===== src/rtl/bb7_pkg.sv =====
// Shared constants, types and helper functions for the 7x7 clipped box blur.
// Depends on nothing; every other file in rtl/ imports it.
`default_nettype none

package bb7_pkg;

	localparam int IMAGE_SIDE = 256;
	localparam int RADIUS     = 3;
	localparam int WIN        = 2 * RADIUS + 1;
	localparam int ROWS_KEPT  = WIN;
	localparam int LS_DEPTH   = ROWS_KEPT * IMAGE_SIDE;

	localparam int ADDR_W   = $clog2(LS_DEPTH);
	localparam int COL_W    = $clog2(IMAGE_SIDE);
	localparam int ROW_W    = $clog2(IMAGE_SIDE + 1);
	localparam int OFS_W    = $clog2(IMAGE_SIDE + WIN);
	localparam int BANK_W   = $clog2(ROWS_KEPT);
	localparam int K_W      = $clog2(WIN);
	localparam int PIX_W    = 8;
	localparam int COLSUM_W = 11;
	localparam int SUM_W    = 14;
	localparam int RECIP_W  = 17;
	localparam int PROD_W   = SUM_W + RECIP_W;
	localparam int DIV_SHIFT = 20;

	typedef logic [COL_W-1:0]  col_t;
	typedef logic [ROW_W-1:0]  row_t;
	typedef logic [BANK_W-1:0] bank_t;
	typedef logic [OFS_W-1:0]  ofs_t;

	// line store write port
	typedef struct packed {
		logic              en;
		bank_t             bank;
		col_t              col;
		logic [PIX_W-1:0]  data;
	} ls_wr_t;

	// column sum request: center row/column of the column to add up
	typedef struct packed {
		logic  start;
		bank_t bank;
		col_t  col;
		row_t  row;
	} cs_req_t;

	typedef struct packed {
		logic                done;
		logic [COLSUM_W-1:0] sum;
	} cs_rsp_t;

	typedef struct packed {
		logic                start;
		logic                out_en;
		logic [COLSUM_W-1:0] colsum;
		col_t                orow;
		col_t                ocol;
	} mean_req_t;

	typedef struct packed {
		logic             done;
		logic [PIX_W-1:0] value;
	} mean_rsp_t;

	function automatic logic [ADDR_W-1:0] ls_addr(input bank_t bank, input col_t col);
		return ADDR_W'(int'(bank) * IMAGE_SIDE + int'(col));
	endfunction

	function automatic bank_t bank_inc(input bank_t b);
		return (b == BANK_W'(ROWS_KEPT - 1)) ? '0 : b + BANK_W'(1);
	endfunction

	// offset coordinate (true coordinate plus RADIUS) lies inside the image
	function automatic logic in_image(input ofs_t v);
		return (v >= OFS_W'(RADIUS)) && (v <= OFS_W'(IMAGE_SIDE - 1 + RADIUS));
	endfunction

	// ceil(2^DIV_SHIFT / count) for count = (4 + rows_idx) * (4 + cols_idx)
	function automatic logic [RECIP_W-1:0] recip(input logic [1:0] r_idx,
			input logic [1:0] c_idx);
		logic [RECIP_W-1:0] m;
		case ({r_idx, c_idx})
			4'b0000:          m = RECIP_W'(65536);
			4'b0001, 4'b0100: m = RECIP_W'(52429);
			4'b0010, 4'b1000: m = RECIP_W'(43691);
			4'b0011, 4'b1100: m = RECIP_W'(37450);
			4'b0101:          m = RECIP_W'(41944);
			4'b0110, 4'b1001: m = RECIP_W'(34953);
			4'b0111, 4'b1101: m = RECIP_W'(29960);
			4'b1010:          m = RECIP_W'(29128);
			4'b1011, 4'b1110: m = RECIP_W'(24967);
			4'b1111:          m = RECIP_W'(21400);
			default:          m = RECIP_W'(21400);
		endcase
		return m;
	endfunction

endpackage

`default_nettype wire


===== src/rtl/bb7_mean.sv =====
// Seven-column window of column sums, clipped window sum and the divide by
// the in-image neighbor count through a reciprocal multiply. Uses bb7_pkg.
`default_nettype none

module bb7_mean import bb7_pkg::*; (
	input  wire logic      clk,
	input  wire logic      arst_n,
	input  wire mean_req_t req,
	output mean_rsp_t      rsp
);

	logic [COLSUM_W-1:0] win_q [WIN];
	logic [WIN-1:0]      colmask_s1;
	logic [WIN-1:0]      rowmask_s1;
	logic                v_s1;
	logic                v_s2;
	logic                v_s3;
	logic [SUM_W-1:0]    sum_s2;
	logic [RECIP_W-1:0]  recip_s2;
	logic [PROD_W-1:0]   prod_s3;
	logic [WIN-1:0]      colmask_c;
	logic [WIN-1:0]      rowmask_c;
	logic [SUM_W-1:0]    sum_c;
	logic [2:0]          rcnt;
	logic [2:0]          ccnt;
	logic [2:0]          ridx;
	logic [2:0]          cidx;

	always_comb begin
		for (int k = 0; k < WIN; k++) begin
			colmask_c[k] = in_image(OFS_W'(req.ocol) + OFS_W'(k));
			rowmask_c[k] = in_image(OFS_W'(req.orow) + OFS_W'(k));
		end
	end

	always_comb begin
		sum_c = '0;
		for (int k = 0; k < WIN; k++) begin
			if (colmask_s1[k]) begin
				sum_c = sum_c + SUM_W'(win_q[k]);
			end
		end
	end

	assign rcnt = 3'($countones(rowmask_s1));
	assign ccnt = 3'($countones(colmask_s1));
	assign ridx = rcnt - 3'(RADIUS + 1);
	assign cidx = ccnt - 3'(RADIUS + 1);

	always_ff @(posedge clk or negedge arst_n) begin
		if (!arst_n) begin
			v_s1 <= 1'b0;
			v_s2 <= 1'b0;
			v_s3 <= 1'b0;
		end else begin
			v_s1 <= req.start && req.out_en;
			v_s2 <= v_s1;
			v_s3 <= v_s2;
		end
	end

	// shift in the newest column on every fetch, output or not
	always_ff @(posedge clk) begin
		if (req.start) begin
			for (int k = 0; k < WIN - 1; k++) begin
				win_q[k] <= win_q[k+1];
			end
			win_q[WIN-1] <= req.colsum;
			colmask_s1   <= colmask_c;
			rowmask_s1   <= rowmask_c;
		end
		sum_s2   <= sum_c;
		recip_s2 <= recip(ridx[1:0], cidx[1:0]);
		prod_s3  <= PROD_W'(sum_s2) * PROD_W'(recip_s2);
	end

	assign rsp.done  = v_s3;
	assign rsp.value = prod_s3[DIV_SHIFT +: PIX_W];

endmodule

`default_nettype wire


===== config.mk =====
export PLATFORM = sky130hd
export DESIGN_NAME = bb7_mean
export DESIGN_NICKNAME = d
export VERILOG_FILES = /design/src/rtl/bb7_pkg.sv /design/src/rtl/bb7_mean.sv
export SDC_FILE = /design/constraint.sdc
export NUM_CORES = 1
export LEC_CHECK = 0
export BUFFER_PORTS_ARGS = -buffer_cell sky130_fd_sc_hd__buf_2
export CAP_MARGIN = 20
export CORE_MARGIN = 2
export CORE_UTILIZATION = 55
export DETAILED_ROUTE_END_ITERATION = 10
export GPL_TIMING_DRIVEN = 0
export PLACE_DENSITY = 0.71
export SLEW_MARGIN = 5
export SYNTH_ARGS = -nofsm -noshare
export SYNTH_HDL_FRONTEND = slang
export SYNTH_SLANG_ARGS = --single-unit

===== constraint.sdc =====
create_clock -name clk -period 10.2 [get_ports clk]
set_input_delay 1.53 -clock clk [delete_from_list [all_inputs] [get_ports clk]]
set_output_delay 1.53 -clock clk [all_outputs]
set_load 0.01 [all_outputs]

==> impl_metrics.py <==
metrics = {
    "outcome": {
        "status": "finished clean",
    },
    "critical_path": {
        "cp-start-kind": "register",
        "r2r_slack_ps": 650,
        "cp_data_required_time_ps": 10540,
        "slowest_delay_ps": 510,
        "crit_fanout": 10,
        "end_kind": "register",
        "cpMostUsedCell": "ha_1",
        "rr_endpoint": "sum_s2[13]",
        "timing.rr.start": "colmask_s1[0]",
        "crit_arrival_ps": 9890,
        "reg2reg_depth": 44,
        "critical_path_class": "reg -> reg",
        "cp_slowest_cell": "or3b_2",
    },
    "logic_synthesis": {
        "synthTopCellsByCount": "inv_1 (223), nand2_1 (223), fa_1 (186), ha_1 (180), nor2_1 (116)",
        "syn_inst": 1828,
        "syn_avg_cell_area_um2": 9.16,
        "synth_area_um2": 16800,
        "synth_compound_area_share_pct": 12.7,
        "netlist.area_leader.share_pct": 22.2,
        "syn_nets": 2225,
        "synth_adder_area_share_pct": 35.7,
        "ys_seq_area_share_pct": 21.4,
        "synthTopCellsByArea": "fa_1 (22%), edfxtp_1 (16%), ha_1 (13%), inv_1 (5.0%), nand2_1 (5.0%)",
        "synth.distinct_cells": 83,
        "synth_warnings": 0,
        "synth_top_family_by_area": "adder cells",
        "synth_edf_count": 91,
        "muxShareOfSynthArea_pct": 2.10,
        "synth_ff_type": "edfxtp_1",
        "yosysTopAreaCell": "fa_1",
        "synthXorXnorAreaFrac_pct": 4.35,
        "yosys.area_share.simple_pct": 16.8,
        "ys_async_sr_fraction_pct": 2.26,
        "synth-seq-cells": 133,
    },
    "sta": {
        "tightestPinTransition_ps": 965,
        "setup_viol": 0,
        "period_minus_slack_ps": 9550,
        "finalHoldViolCount": 0,
        "fin_crit_sh_pct": 93.6,
        "max_freq_mhz": 105,
        "drv_slew": 0,
        "skew_ps": 12.3,
        "slew-limit-headroom_pct": 35.2,
        "rsz0062_at_grt": "no",
        "tns_ps": 0,
    },
    "floorplan": {
        "die_area_um2": 31900,
        "io_pins": 40,
        "die_x_um": 179,
        "core_um2": 29800,
        "placementRows": 63,
        "start_util_pct": 56.2,
        "die-height_um": 179,
    },
    "routing": {
        "drt-pass1-iter-count": 5,
        "totalWireLength_um": 38500,
        "post_drt_wl_per_cell_um": 16.9,
        "drc": 0,
        "drt_iter0_markers": 846,
        "vias": 13100,
        "ant_nets": 0,
        "vias_per_cell": 5.72,
    },
    "placed_design": {
        "portBuffers": 34,
        "gp_congestion": 0.912,
        "dpl.hpwl_um": 30700,
    },
    "clock_tree": {
        "cts_buffers": 17,
        "cts-root-buf": "clkbuf_16",
        "numClockSinks": 133,
        "postCtsSetupRepairBufs": 0,
        "cts.repair.resized": 0,
        "path_clk_slew_ps": 60,
        "cts_buffer_depth": 2,
        "cts_tree": "yes",
        "htreeDepth": 4,
        "clkLatencyLatePin_ps": 440,
        "ctsHoldBuffers": 0,
    },
    "cells_and_area": {
        "nFillCells": 2562,
        "syn_to_final_growth_pct": 7.97,
        "final_layout_size_suffix_gt1_share_pct": 5.75,
        "nNetsFinal": 2279,
        "antenna_cells": 0,
    },
    "worst_hold_path": {
        "worstHoldEndpoint": "v_s2",
        "whs_path_depth": 0,
        "hp-class": "reg -> reg",
        "hold_start": "v_s1",
    },
    "grt": {
        "grt_max_degree": 71,
        "grt_overflow": 0,
        "grt_pass1_wl_um": 65500,
        "grt_pass1_vias": 13100,
        "grt_usage_pct": 26.1,
        "antenna_found_initial": 0,
    },
    "run": {
        "max_cap_viol_count": 0,
    },
}
per-stage QoR:
stage	worst slack [ps]	utilization, %	instance area (µm²)	hold WS, ps	instances
2_1_floorplan	1970	-	16800	331	1828
3_3_place_gp	822	58.4	17400	334	2252
3_5_place_dp	742	58.5	17400	357	2253
4_1_cts	653	60.7	18100	370	2285
5_1_grt	56.0	60.7	18100	383	2285
6_report	648	60.7	18100	364	2285
layout by cell type (no fill, tap or decap), drive strengths merged, types with 11 or more instances in the layout:
master,synthesis,routed
mux2,23,23
fa,186,186
and2,95,95
nor2,116,116
ha,180,180
a21o,22,22
edfxtp,91,91
nand2,224,224
inv,225,227
buf,4,39
a211oi,11,11
nand3,35,35
xnor2,54,54
dfxtp,39,39
clkbuf,76,102
o21ai,71,71
a31oi,16,16
o21a,28,28
nor3,36,36
a21oi,78,78
nand2b,13,13
xor2,24,24
o31ai,14,14
worst max-delay path, delay by kind of cell (launching register included):
kind,cells,cell delay (ps)
flops,1,500
xor+xnor,6,1030
simple gates,13,2380
mux,2,390
buf+inv,3,590
compound gates,12,1990
fa+ha+maj,8,2560
layer usage:
layer	part of all wire [%]	vias up	track usage (%)	wire length, µm
met5	0	-	0	0
met4	1.7	0	6.78	663
met3	6.3	59	4.50	2410
met2	48	416	43.1	18400
met1	44	6342	35.6	17100
li1	-	6248	-	-
layout make-up:
class                      count  area [µm²]  area share (%)
buffer                        80         313            1.73
sequential                   133        3590            19.8
timing repair buffer          35         200            1.11
multi-input combinational   1388       12000            66.4
clock inverter                 6        73.8           0.408
inverter                     227         852            4.71
tap                          390         488            2.70
clock buffer                  26         566            3.13
state kept, by name (all words and copies together) (netlist names):
signal      flops
v_s1            1
recip_s2       17
win_q          77
prod_s3         8
sum_s2         14
v_s2            1
colmask_s1      7
rowmask_s1      7
v_s3            1
worst max path at each step:
stage,startpoint,to,slack [ps],cells past startpoint
3_5_place_dp,colmask_s1[0],sum_s2[13],740,43
4_1_cts,colmask_s1[0],sum_s2[13],650,43
2_1_floorplan,colmask_s1[0],sum_s2[13],1970,42
3_3_place_gp,colmask_s1[0],sum_s2[13],820,43
5_1_grt,colmask_s1[0],sum_s2[13],60,44
6_report,colmask_s1[0],sum_s2[13],650,44
kinds of logic after synthesis:
family | Yosys count
buffers and inverters | 307
AOI/OAI and AO/OA | 320
xor gates and xnor gates | 80
and+or+nand+nor | 590
adders and majority gates | 367
DFF | 133
muxes | 31
Power is not shown: default switching activity piles up to over one toggle a cycle in this logic, so the estimate is an artifact.
